===== config.mk =====
export PLATFORM = sky130hd
export DESIGN_NAME = tpts_queue
export DESIGN_NICKNAME = d
export VERILOG_FILES = /design/src/hw/rtl/tpts_pkg.sv /design/src/hw/rtl/tpts_queue.sv
export SDC_FILE = /design/constraint.sdc
export NUM_CORES = 2
export LEC_CHECK = 0
export ABC_AREA = 1
export BUFFER_PORTS_ARGS = -buffer_cell sky130_fd_sc_hd__buf_2
export CORE_MARGIN = 2
export CORE_UTILIZATION = 45
export CTS_BUF_LIST = sky130_fd_sc_hd__clkbuf_4 sky130_fd_sc_hd__clkbuf_8 sky130_fd_sc_hd__clkbuf_16
export DETAILED_ROUTE_END_ITERATION = 7
export GPL_ROUTABILITY_DRIVEN = 0
export MAX_ROUTING_LAYER = met4
export PLACE_DENSITY_LB_ADDON = 0.08
export SYNTH_ARGS = -nofsm -noshare
export SYNTH_HDL_FRONTEND = slang
export SYNTH_SLANG_ARGS = --single-unit

===== constraint.sdc =====
create_clock -name i_clk -period 4.1 [get_ports i_clk]
set_clock_uncertainty 0.1 [all_clocks]
set_input_delay 0.615 -clock i_clk [delete_from_list [all_inputs] [get_ports i_clk]]
set_output_delay 0.615 -clock i_clk [all_outputs]
set_load 0.005 [all_outputs]

===== src/hw/rtl/tpts_pkg.sv =====
// Shared types and constants for the two-level priority task scheduler.
// No dependencies; imported by every scheduler module.
`timescale 1ns / 1ps

package tpts_pkg;

    localparam int ARR_W  = 16;
    localparam int WORK_W = 16;
    localparam int TIME_W = 23;
    localparam int TASK_W = ARR_W + WORK_W;

    typedef struct packed {
        logic [ARR_W-1:0]  arrival;
        logic [WORK_W-1:0] work;
    } t_task;

    typedef struct packed {
        logic push;
        logic pop;
        logic clear;
    } t_q_ctrl;

endpackage


===== src/hw/rtl/tpts_queue.sv =====
// One priority FIFO: task index plus arrival and work time in a synchronous memory.
// Head entry is prefetched so it is valid in the cycle after any pop. Depends on tpts_pkg.
`timescale 1ns / 1ps

module tpts_queue #(
    parameter int IW = 6,
    parameter int CW = 7
) (
    input  logic             i_clk,
    input  logic             i_rst_n,
    input  tpts_pkg::t_q_ctrl i_ctrl,
    input  logic [IW-1:0]    i_idx,
    input  tpts_pkg::t_task  i_task,
    output logic             o_ready,
    output logic [IW-1:0]    o_head_idx,
    output tpts_pkg::t_task  o_head_task
);
    import tpts_pkg::*;

    localparam int DEPTH = 2 ** IW;
    localparam int ENT_W = IW + TASK_W;

    logic [ENT_W-1:0] r_mem [DEPTH];
    logic [ENT_W-1:0] r_rd;
    logic [CW-1:0]    r_head, n_head;
    logic [CW-1:0]    r_tail, n_tail;

    always_comb begin
        n_head = r_head;
        n_tail = r_tail;
        if (i_ctrl.clear) begin
            n_head = '0;
            n_tail = '0;
        end else begin
            if (i_ctrl.pop) begin
                n_head = r_head + CW'(1);
            end
            if (i_ctrl.push) begin
                n_tail = r_tail + CW'(1);
            end
        end
    end

    always_ff @(posedge i_clk) begin
        if (!i_rst_n) begin
            r_head <= '0;
            r_tail <= '0;
        end else begin
            r_head <= n_head;
            r_tail <= n_tail;
        end
    end

    always_ff @(posedge i_clk) begin
        if (i_ctrl.push) begin
            r_mem[r_tail[IW-1:0]] <= {i_idx, i_task};
        end
        r_rd <= r_mem[n_head[IW-1:0]];
    end

    assign o_ready     = (r_head != r_tail);
    assign o_head_idx  = r_rd[ENT_W-1 -: IW];
    assign o_head_task = t_task'(r_rd[TASK_W-1:0]);

endmodule


# ---- Word-level counts from Yosys, hierarchy flattened
# Memory sizes are Yosys's and may differ from the RTL's. A register that Yosys moved wholly into a read port is not among the register bits.
# Index checks and enable logic that the tools add are counted.
dict set report op_classes {
  multipliers 0
  shifts 0
  n_bitwise 1
  order_cmp 0
  n_reduce_logical 1
  n_div 0
  addsub 2
  mux 4
  eq_ne 1
}
# operator count
set op_table {}
lappend op_table {{7-bit by 1-bit adder with 7-bit output (second input constant)} 2}
lappend op_table {{6-bit two-way mux} 2}
lappend op_table {{7-bit != test} 1}
lappend op_table {{1-bit two-way mux} 2}
lappend op_table {{2-bit OR reduction} 1}
lappend op_table {{1-bit inverter} 1}
dict set report word_totals {
  latchBits 0
  ramBits 2432
  out_inout_bits 39
  memories 1
  elab_cells 13
  mem_bits_ro 0
  reg_bits 14
  inputBits 43
}
# memory words word_bits read_ports rd_clocked_by_memory_dff write_ports line
set memory_table {}
lappend memory_table {r_mem 64 38 1 1 1 tpts_queue.sv:23} ;# logic [ENT_W-1:0] r_mem [DEPTH];

# ---- Depth between registers and ports, before layout
dict set report logic_depth {
  ltp_word 3
  ltp_mapped 14
  depth_no_buf 11
}

# ---- Worst setup path after synthesis
# Ideal clock, no wire load.
dict set report synth_timing {
  kind {reg-to-reg}
  startpoint {reg r_tail[0]}
  endpoint {mem r_mem[23][0] (netlist bit) (enable)}
  period_less_slack_ps 4161
  path_buffers 1
  required_time_ps 3520
  setup_ps 480
  arrival_ps 3580
  path_slack_ps -61
  path_stages_with_launch 6
  path_cell_list {dfxtp_1 -> clkbuf_1 -> inv_1 -> nor2_1 -> inv_1 -> nor3_1}
}
# item line
set synth_rtl {}
lappend synth_rtl {{from (decl)} tpts_queue.sv:26} ;# logic [CW-1:0] r_tail, n_tail;
lappend synth_rtl {{from (signal assigned)} tpts_queue.sv:50} ;# r_tail <= n_tail;
lappend synth_rtl {{to (decl)} tpts_queue.sv:23}
# No word-level cell before the write port.

# ---- Worst setup path in the final report
dict set report layout_timing {
  startpoint {reg r_head[0]}
  endpoint {reg r_rd[0] (read register of r_mem)}
}
dict set report layout_between {
  elab_chain_cells 3
}
# item line
set layout_rtl {}
lappend layout_rtl {{from (decl)} tpts_queue.sv:25} ;# logic [CW-1:0] r_head, n_head;
lappend layout_rtl {{from (signal assigned)} tpts_queue.sv:49} ;# r_head <= n_head;
lappend layout_rtl {{7-bit by 1-bit adder with 7-bit output} tpts_queue.sv:36} ;# n_head = r_head + CW'(1);
lappend layout_rtl {{6-bit two-way mux *} tpts_queue.sv:35} ;# if (i_ctrl.pop) begin
lappend layout_rtl {{6-bit two-way mux *} tpts_queue.sv:31} ;# if (i_ctrl.clear) begin
lappend layout_rtl {{to (decl)} tpts_queue.sv:24} ;# logic [ENT_W-1:0] r_rd;
# Mark *: on every way between the ends. The rest lies on a longest branch, timed or not.
# A chain may end at the register's enable or synchronous reset.

==> results.md <==
- Site Rows: roughly 180
- Clock slew at reported path FFs: roughly 0.060 ns
- Layout cell share with drive strength beyond 1: 0.08609
- Seq cells post-synth: roughly 2,500
- Final wirelength: around 380,000 µm
- Worst slew margin: -0.02538
- First-pass GRT wire length: 540,700 µm
- Clk root buf: clkbuf_16
- PwrDens: 450.7 nW/µm²
- Slew @ Worst Pin: ~1.5 ns
- Yosys top cell area share: 0.6578
- Violated checks: slew limit
- Mapped Avg Cell Area: about 10 µm²
- Die H: ~500 µm
- Synth Instances: between 10,000 and 15,000
- Maximum clock frequency: between 200 and 300 MHz
- DRT Pass-1 Iters: 7
- Seq/Total Area, Yosys: 0.6672
- Worst Setup EP: r_rd[0]$_DFF_P_
- Starting density of the core: 0.4518
- CP Max Fanout: between 60 and 70
- Drt drc: 0
- # IOs: ~80
- Core area: around 250,000 µm²
- Comb power frac: 0.059
- Finished layout cell area: 125,600 µm²
- Vias in the first global route: 75,420
- Fin crit share: 0.8465
- Worst slack, placed: between 0.4 and 0.5 ns
- Total power: between 50 and 60 mW
- Worst-Skew Late Latency: around 0.93 ns
- Wirelength per Cell: 26.96 µm
- Most area-hungry cell type in the Yosys netlist: edfxtp_1
- Area growth, synth to finish: 13.12%
- Cells on worst reg2reg path: 13
- Gr usage total: 0.3048
- Fin Setup TNS: 0 ns
- Worst Setup Slack, final: roughly 0.63 ns
- Top_reg_cell synth: edfxtp_1
- Worst Path Arrival: around 4.2 ns
- Post-DP HPWL: between 150,000 and 200,000 µm
- Clk sinks: ~2,500
- Fin Hold WS: about 0.052 ns
- Die area: 250,700 µm²
- MaxCap Viol Count: 0
- Leakage Power: around 52 nW
- Critical path class: register to register
- CP required: 4.85 ns
- HP Class: primary input to register
- Flop pwr share: 0.496
- Setup crit start kind: register
- Setup repair after global routing missed its margin: false
- Final hold violation count: 0
- Area of the multi-input gates: 25,200 µm²
- Post-synth cell types: 25
- Final min period: ~3.5 ns
- Post-synth design cell area: between 100,000 and 150,000 µm²
- Status: finished, violations left
- Min-delay src: i_task[16]
- Final Slew Violations: 30
- CTS hold repair buffers: 3
- Post-synth ARST share: 0
- Layout net count: around 11,000
- Port Buffers: 81
- Final core utilization: 0.5111
- R2r startpoint: r_head[0]$_SDFF_PN0_
- CP Capture Type: register
- Post-CTS setup buffers: 0
- Die W: about 500 µm
- H-tree Lvls: 5
- Maximum buffer depth of the clock tree: 4
- FF-to-FF End: r_rd[0]$_DFF_P_
- Maximum vdd drop: slightly below 0.4 mV
- Switching pwr: about 13 mW
- Fillers: around 22,000
- Num CTS Buffers: 290
- Largest cells by area after synthesis: edfxtp_1 (66%), nand3_1 (10%), inv_1 (8.0%), nand4_1 (6.4%), nand2_1 (4.6%)
- Via count: between 80,000 and 90,000
- Reg area: between 70,000 and 80,000 µm²
- Mapped Nets: 10,680
- CTS tree: yes
- Cell Count, Final, Fillers Out: roughly 14,000
- P_int: about 44 mW
- Final setup vio count: 0
- Post-synth EDFFs: 2,432
- Initial antenna violation count: 31
- Grt total ovfl: 0
- Synth warnings: 0
- Post-CTS Resized: 0
- Cell Count Post-Placement: 13,470
- Final ANT Viol Nets: 0
- Largest net degree at the start of global routing: roughly 200
- Avg Vias per Cell: roughly 5.8
- Placed inst area: approximately 120,000 µm²
- Clock power frac: 0.444
- Reg2Reg Setup Slack: approximately 0.63 ns
- Critical path startpoint: r_head[0]$_SDFF_PN0_
- Switch share: 0.2250
- DR iter-0 viols: 9,882
critical path, cell delays in order (launching register included):
cell and delay (ns):
dfxtp_1 0.41, ha_1 0.32, inv_1 0.04, nand2_1 0.14, nand2_8 0.20, inv_8 0.41
buf_12 0.42, buf_4 0.30, nand3_1 0.10, nand3_1 0.08, nand3_1 0.08, nand3_1 0.19
nand3_1 0.38, nand2_1 0.16
cell usage in the layout, fill, tap and decap left out, types with 77 or more instances in the layout:
cell type | synthesis | layout
nand2_1 | 1355 | 1355
buf_2 | 312 | 81
nand4_1 | 1142 | 1142
clkbuf_4 | 0 | 77
buf_12 | 0 | 104
clkbuf_16 | 0 | 298
o21ai_0 | 79 | 79
inv_1 | 2377 | 2375
nand3_1 | 2290 | 2288
buf_4 | 8 | 213
edfxtp_1 | 2432 | 2432
power by group through the flow:
stage | Sequential (mW) | Clock (mW) | Combinational, mW
finish | 28.1 | 25.1 | 3.36
global route | 28.1 | 26.4 | 3.65
CTS | 28.1 | 25.5 | 3.33
detailed placement | 28.6 | 0 | 3.31
global placement | 28.6 | 0 | 3.29
floorplan | 28.5 | 0 | 1.93
logic make-up after synthesis:
family,share of synthesized area
fa+ha+maj,0.0002254
flops,0.6672
buf+inv,0.1108
xor+xnor,0.0004733
simple gates,0.2171
compound gates,0.004181
cell usage after synthesis (3+ instances only):
cell type / number
nand2_1: 1355
o21ai_0: 79
inv_2: 5
a21oi_1: 8
nor3_1: 8
nor2_1: 87
nand2_2: 3
inv_1: 2377
edfxtp_1: 2432
dfxtp_1: 52
buf_4: 8
nand4_1: 1142
nand3_1: 2290
clkbuf_1: 368
buf_2: 312
buf_1: 94
o21ai_1: 4
xor2_1: 4
state kept, by name (all words and copies together), names as in the netlist:
signal	cells
r_mem	2432
r_rd	38
r_head	7
r_tail	7
layer usage:
metal  part of all wire  GRT usage  vias to the layer above
met2               0.46     0.4641                     3843
met1               0.42     0.4165                    40130
li1                   -          -                    36130
met3              0.084    0.04397                      757
met4              0.039     0.1134                        0
met5                  0          -                        -
layout make-up:
class | instances | area share
Clock inverter | 113 | 0.007602
Sequential cell | 2484 | 0.5898
Antenna cell | 19 | 0.0003786
Inverter | 2384 | 0.07151
Tap cell | 3220 | 0.03208
Multi-Input combinational cell | 4988 | 0.2007
Clock buffer | 386 | 0.06519
Timing Repair Buffer | 401 | 0.03278
worst min-delay path by stage:
stage               depth (start not counted)                      end
floorplan                                   1   r_head[6]$_SDFFE_PP0P_
global placement                            1   r_head[6]$_SDFFE_PP0P_
detailed placement                          1   r_tail[6]$_SDFFE_PP0P_
CTS                                         1  r_mem[27][16]$_DFFE_PP_
global route                                1  r_mem[27][16]$_DFFE_PP_
finish                                      1  r_mem[27][16]$_DFFE_PP_
No activity file was read; power rests on OpenSTA's default activity.
