[src/hw/rtl/tpts_pkg.sv]
// Shared types and constants for the two-level priority task scheduler.
// No dependencies; imported by every scheduler module.
`timescale 1ns / 1ps

package tpts_pkg;

    localparam int ARR_W  = 16;
    localparam int WORK_W = 16;
    localparam int TIME_W = 23;
    localparam int TASK_W = ARR_W + WORK_W;

    typedef struct packed {
        logic [ARR_W-1:0]  arrival;
        logic [WORK_W-1:0] work;
    } t_task;

    typedef struct packed {
        logic push;
        logic pop;
        logic clear;
    } t_q_ctrl;

endpackage

[src/hw/rtl/tpts_result_buf.sv]
// Finish-time store indexed by task, and the output register that replays it in input order.
// Read address holds while stalled so the shown transaction stays put. Depends on tpts_pkg.
`timescale 1ns / 1ps

module tpts_result_buf #(
    parameter int IW = 6,
    parameter int CW = 7
) (
    input  logic                        i_clk,
    input  logic                        i_rst_n,
    input  logic                        i_wr_en,
    input  logic [IW-1:0]               i_wr_idx,
    input  logic [tpts_pkg::TIME_W-1:0] i_wr_time,
    input  logic                        i_start,
    input  logic [CW-1:0]               i_count,
    input  logic                        i_stall,
    output logic                        o_valid,
    output logic [tpts_pkg::TIME_W-1:0] o_finish_time,
    output logic                        o_last_result,
    output logic                        o_done
);
    import tpts_pkg::*;

    localparam int DEPTH = 2 ** IW;

    logic [TIME_W-1:0] r_mem [DEPTH];
    logic [TIME_W-1:0] r_rd;
    logic              r_ov;
    logic [IW-1:0]     r_ok;
    logic [IW-1:0]     rd_addr;
    logic              adv;
    logic              is_last;

    assign adv     = r_ov && !i_stall;
    assign is_last = ((CW'(r_ok) + CW'(1)) == i_count);

    always_comb begin
        if (i_start) begin
            rd_addr = '0;
        end else if (adv) begin
            rd_addr = r_ok + IW'(1);
        end else begin
            rd_addr = r_ok;
        end
    end

    always_ff @(posedge i_clk) begin
        if (!i_rst_n) begin
            r_ov <= 1'b0;
            r_ok <= '0;
        end else if (i_start) begin
            r_ov <= 1'b1;
            r_ok <= '0;
        end else if (adv) begin
            r_ov <= !is_last;
            r_ok <= r_ok + IW'(1);
        end
    end

    always_ff @(posedge i_clk) begin
        if (i_wr_en) begin
            r_mem[i_wr_idx] <= i_wr_time;
        end
        r_rd <= r_mem[rd_addr];
    end

    assign o_valid       = r_ov;
    assign o_finish_time = r_rd;
    assign o_last_result = r_ov && is_last;
    assign o_done        = adv && is_last;

endmodule

[config.mk]
export PLATFORM = sky130hd
export DESIGN_NAME = tpts_result_buf
export DESIGN_NICKNAME = d
export VERILOG_FILES = /design/src/hw/rtl/tpts_pkg.sv /design/src/hw/rtl/tpts_result_buf.sv
export SDC_FILE = /design/constraint.sdc
export NUM_CORES = 2
export LEC_CHECK = 0
export BUFFER_PORTS_ARGS = -buffer_cell sky130_fd_sc_hd__buf_2
export CAP_MARGIN = 40
export CORE_MARGIN = 1.5
export CORE_UTILIZATION = 40
export DETAILED_ROUTE_END_ITERATION = 10
export PLACE_DENSITY_LB_ADDON = 0.1
export REMOVE_ABC_BUFFERS = 1
export SETUP_SLACK_MARGIN = 0.05
export SLEW_MARGIN = 20
export SYNTH_ARGS = -nofsm -noshare
export SYNTH_HDL_FRONTEND = slang
export SYNTH_SLANG_ARGS = --single-unit
[constraint.sdc]
create_clock -name i_clk -period 4.1 [get_ports i_clk]
set_input_delay 0.82 -clock i_clk [delete_from_list [all_inputs] [get_ports i_clk]]
set_output_delay 0.82 -clock i_clk [all_outputs]
set_load 0.02 [all_outputs]
== After elaboration in Yosys (flattened, before gate mapping) ==
Memories as Yosys holds them, arrays and structs flattened. A register that Yosys moved wholly into a read port is not among the register bits.
Index checks and enable logic that the tools add are counted.
Cells by class
  div/mod/pow operators: 0
  equal/unequal tests: 1
  bitwise gates (word level): 0
  mux-type cells: 6
  reduce and logical (&&, ||, !) cells: 6
  $add $sub $neg: 2
  multiply operators: 0
  shift-type cells: 0
  $lt $le $gt $ge: 0
Operators by type and width (count)
  6-bit two-way mux: 2
  6-bit by 1-bit adder with 7-bit output (second input constant): 1
  7-bit equality test: 1
  6-bit by 1-bit adder with 6-bit output (second input constant): 1
  1-bit two-way mux: 4
  1-bit logical AND: 3
  1-bit logical NOT: 2
  2-bit nonzero test: 1
Storage, ports and cells
  memories: 1
  RAM bits: 1472
  register bits: 7
  ROM bits: 0
  logic and storage cells: 18
  output and inout port bits: 26
  latch bits: 0
Memories
  r_mem: depth 64, width 23, read ports 1, clocked after Yosys merged registers in 1, write ports 1, line tpts_result_buf.sv:26  | logic [TIME_W-1:0] r_mem [DEPTH];

== Depth between registers and ports, before layout ==
  depth in word-level cells: 5
  depth in mapped cells: 13

== Worst setup path after synthesis ==
No wires, ideal clock.
  kind: in2reg
  start point: input port i_wr_idx[3]
  end point: memory r_mem[48][0], enable pin
  buffers on the path: 1
  arrival: 2.915 ns
  path slack: 0.753 ns
  cell stages on the path: 4
  path through: clkbuf_1 -> nor2b_1 -> nand4b_1 -> nor3_1
RTL lines
  from (decl): line tpts_result_buf.sv:12  | input logic [IW-1:0] i_wr_idx,
  to (decl): line tpts_result_buf.sv:26
Straight into the memory's write port.

== Worst setup path in the final report ==
  start point: register r_ok[1]
  end point: register r_rd[18], in the netlist o_finish_time[18] (read register of r_mem)
Between the ends
  cells in the longest elaborated chain, start to end: 3
RTL lines
  from (decl): line tpts_result_buf.sv:29  | logic [IW-1:0] r_ok;
  from (signal assigned): line tpts_result_buf.sv:56  | r_ok <= r_ok + IW'(1);
  6-bit by 1-bit adder with 6-bit output: line tpts_result_buf.sv:41  | rd_addr = r_ok + IW'(1);
  6-bit two-way mux (*): line tpts_result_buf.sv:40  | end else if (adv) begin
  6-bit two-way mux (*)
  to (decl): line tpts_result_buf.sv:27  | logic [TIME_W-1:0] r_rd;
Every way passes the cells marked *; elsewhere a longest branch is shown, timed or not.
A chain may end at the register's enable or synchronous reset.

==> impl_metrics.json <==
{
  "viasPerCell": 5.59,
  "cp-end-kind": "register",
  "track_usage": 0.240,
  "min_to": "r_mem[25][16]",
  "drv_slew": 0,
  "dieHeight_um": 388,
  "r2r_end": "o_finish_time[18]",
  "min_period_over_period": 0.952,
  "fmax_mhz": 256,
  "total_power_uw": 32200,
  "wl_per_cell_um": 28.0,
  "crit_type": "reg -> reg",
  "critPathMaxFanout": 26,
  "powerDensity_mw_per_mm2": 469,
  "cts_tree": "yes",
  "ys_seq_area_frac": 0.757,
  "crit_slowest_cell": "nor4_1",
  "routed_wirelength_um": 180000,
  "leakagePower_uw": 0.0232,
  "synthToLayoutAreaGrowth_pct": 16.1,
  "cp.arrival_ns": 4.65,
  "r2r-start": "r_ok[1]",
  "status": "finished, final reports clean",
  "period_needed_ns": 3.90,
  "cts_buffers": 162,
  "route.antenna.remaining_nets": 0,
  "path_common_cell": "buf_4",
  "synth_flop_cell": "edfxtp_1",
  "dp_hpwl_um": 108000,
  "switching_share": 0.219,
  "gp_congestion": 0.849,
  "cts.clk_slew.worst_paths_ns": 0.07,
  "die_width_um": 388,
  "port_buffers": 66,
  "antenna_found_initial": 16,
  "yosysUniqueCellTypes": 63,
  "fin_util": 0.470,
  "ys_ff_latch": 1502,
  "worstMarginPinSlew_ns": 0.845,
  "cts_sinks": 1502,
  "instances_no_fill": 6438,
  "cts-root-buf": "clkbuf_16",
  "min_path_type": "in -> reg",
  "die_area_mm2": 0.150,
  "whs_ns": 0.333,
  "ctsHoldBuffers": 0,
  "startpoint_type": "register",
  "syn_area_mm2": 0.0591,
  "rsz0062_at_grt": "false",
  "drtIter0Drc": 3268,
  "clkLatencyLatePin_ns": 0.82,
  "comb_power_share": 0.035,
  "syn_avg_cell_area_um2": 14.3,
  "skew_ns": 0.0306,
  "synthCells": 4142,
  "slew_headroom": 0.437,
  "yosys_warnings": 0,
  "whs_path_depth": 1,
  "layout-drive-gt1-share": 0.160,
  "dp.cells": 6135,
  "htreeDepth": 4,
  "grt_start_max_net_pins": 90,
  "cap_violations": 0,
  "hold_viol": 0,
  "num_io_pins": 67,
  "grt_overflow": 0,
  "r2r_cells": 12,
  "core-area_mm2": 0.146,
  "worst-path-buf-inv": 3,
  "async_flop_share": 0,
  "r2r_setup_slack_ns": 0.20,
  "grt_pass1_vias": 35100,
  "drc": 0,
  "finalNetCount": 4426,
  "seqPwrFrac": 0.528,
  "pwr-share-clk": 0.436,
  "drt-pass1-iter-count": 7,
  "initial_utilization": 0.404,
  "cp.required_ns": 4.85,
  "vdd_drop_max_v": 0.000338,
  "critical_path.top_delay_family": "simple AND/OR/NAND/NOR gates",
  "grt_pass1_wl_um": 259000,
  "cp_slowest_stage_delay_ns": 0.67,
  "crit_path_cell_trace": "ha_2 -> nor2b_1 -> mux2_8 -> buf_12 -> buf_4 -> mux2i_1 -> a22oi_1 -> a21oi_1 -> nor4_1 -> o21ai_1 -> buf_4 -> nand3_1",
  "clockBufferDepth": 3,
  "synth_edf_count": 1472,
  "setup_viol": 0,
  "row_count": 140,
  "hp-start": "i_wr_time[16]",
  "power_switching_uw": 7040,
  "num_vias": 36000,
  "p_int_uw": 25200,
  "fill_cells": 12800
}
[synth_stat cells (3+ instances only)]
cell type     n  area share
a211oi_1      5     0.00063
and3_1       85      0.0090
xor2_1        3     0.00044
a21o_1       12      0.0015
nand4_1      13      0.0014
nor2_1       92      0.0058
buf_6         8      0.0015
a31oi_1      41      0.0043
a211o_1       9      0.0013
clkbuf_1     88      0.0056
nand2_1    1035       0.066
o211ai_1      3     0.00038
a221oi_1     33      0.0049
xnor2_1      12      0.0018
a31o_2        8      0.0012
edfxtp_1   1472        0.75
buf_2       107      0.0091
buf_4        24      0.0030
a311oi_1     19      0.0028
mux4_2       51       0.019
mux2_2        3     0.00057
dfxtp_1      30       0.010
mux2i_1      98       0.017
and2_1        6     0.00063
nand2b_1      3     0.00032
o21ai_1      14      0.0012
nand3_1     445       0.038
o31ai_1       8      0.0010
nor4_1       16      0.0017
nor2b_1       9     0.00095
a21oi_1     141       0.012
nor3_1       10     0.00085
o21ai_0      31      0.0026
o2111ai_1    11      0.0016
a21boi_0     22      0.0028
a41o_1       11      0.0019
a22o_1       17      0.0025
a32oi_1      20      0.0030
buf_1        36      0.0023
a22oi_1      60      0.0076
[worst max path at each step]
| stage | cells past startpoint | endpoint | startpoint | slack [ns] |
|---|---|---|---|---|
| finish | 12 | o_finish_time[18] | r_ok[1] | 0.20 |
| global route | 10 | o_done | r_ok[1] | 0.1 |
| CTS | 10 | o_done | r_ok[1] | 0.20 |
| detailed placement | 12 | o_finish_time[18] | i_stall | -0.09 |
| global placement | 12 | o_finish_time[4] | i_stall | -0.21 |
| floorplan | 8 | o_finish_time[22] | i_stall | -18.75 |
[sequential cells by signal (all words and copies together) (netlist names)]
| signal | flops |
|---|---|
| o_valid | 1 |
| r_mem | 1472 |
| o_finish_time | 23 |
| r_ok | 6 |
[timing repair]
item                                   in CTS  in global routing
setup buffers                               0                  0
setup endpoints to repair                   1                  2
gates resized for setup                     1                  2
endpoints found under the hold margin       0                  0
[metal layers]
layer | vias up | wire [um] | part of all wire | global-route usage
met5 | - | 86 | 0.00048 | 0
met4 | 12 | 4060 | 0.022 | 0.0646
met3 | 251 | 11300 | 0.063 | 0.0383
met2 | 1174 | 85900 | 0.48 | 0.388
met1 | 18500 | 79100 | 0.44 | 0.336
li1 | 16100 | - | - | -
[worst register-to-register path: stages (launching register included)]
cell and delay [ns]:
dfxtp_1 0.37, ha_2 0.41, nor2b_1 0.32, mux2_8 0.44, buf_12 0.25, buf_4 0.23, mux2i_1 0.09, a22oi_1 0.21
a21oi_1 0.09, nor4_1 0.67, o21ai_1 0.46, buf_4 0.27, nand3_1 0.05
[per-stage QoR]
step	setup WS [ns]	instance area, um^2	TNS (ns)
after global placement	-0.206	63300	-0.922
final	0.195	68700	0
after CTS	0.197	68600	0
after global routing	0.0967	68700	0
after detailed placement	-0.0904	63600	-0.0904
after floorplan	-18.75	57900	-395.38
[cell type report]
cell class	count	area, um^2	area share
repair buffers	343	3020	0.0440
clock inverters	102	835	0.0122
well taps	1917	2400	0.0349
diodes	4	10.0	0.000146
flip-flops and latches	1502	44800	0.652
inverters	2	7.51	0.000109
multi-input cells	2373	13400	0.195
clock buffers	195	4210	0.0613
[logic make-up (layout without fill, tap and decap cells)]
kind of cell / Yosys count / after routing / synth area share
muxes: 155 / 155 / 0.0376
xor gates and xnor gates: 15 / 15 / 0.00222
other: 0 / 4 / 0
DFF: 1502 / 1502 / 0.757
and+or+nand+nor: 1728 / 1728 / 0.126
buffers and inverters: 267 / 642 / 0.0220
AOI/OAI and AO/OA: 474 / 474 / 0.0547
adders and majority gates: 1 / 1 / 0.000211
[cell usage in the layout (no fill, tap or decap), drive strengths merged, types with 83 or more instances in the layout]
cell	synthesis	final
mux2i	100	100
clkinv	0	83
nand3	447	447
buf	176	340
nor2	93	93
clkbuf	89	195
nand2	1035	1035
edfxtp	1472	1472
a21oi	141	141
and3	85	85
[power by group through the flow]
stage	logic [uW]	registers [uW]	clock network [uW]
after global routing	1220	17000	14900
after global placement	1110	17300	0
final	1130	17000	14100
after CTS	1140	17000	14300
after detailed placement	1140	17300	0
after floorplan	623	17300	0
(Power assumes the default switching activity.)
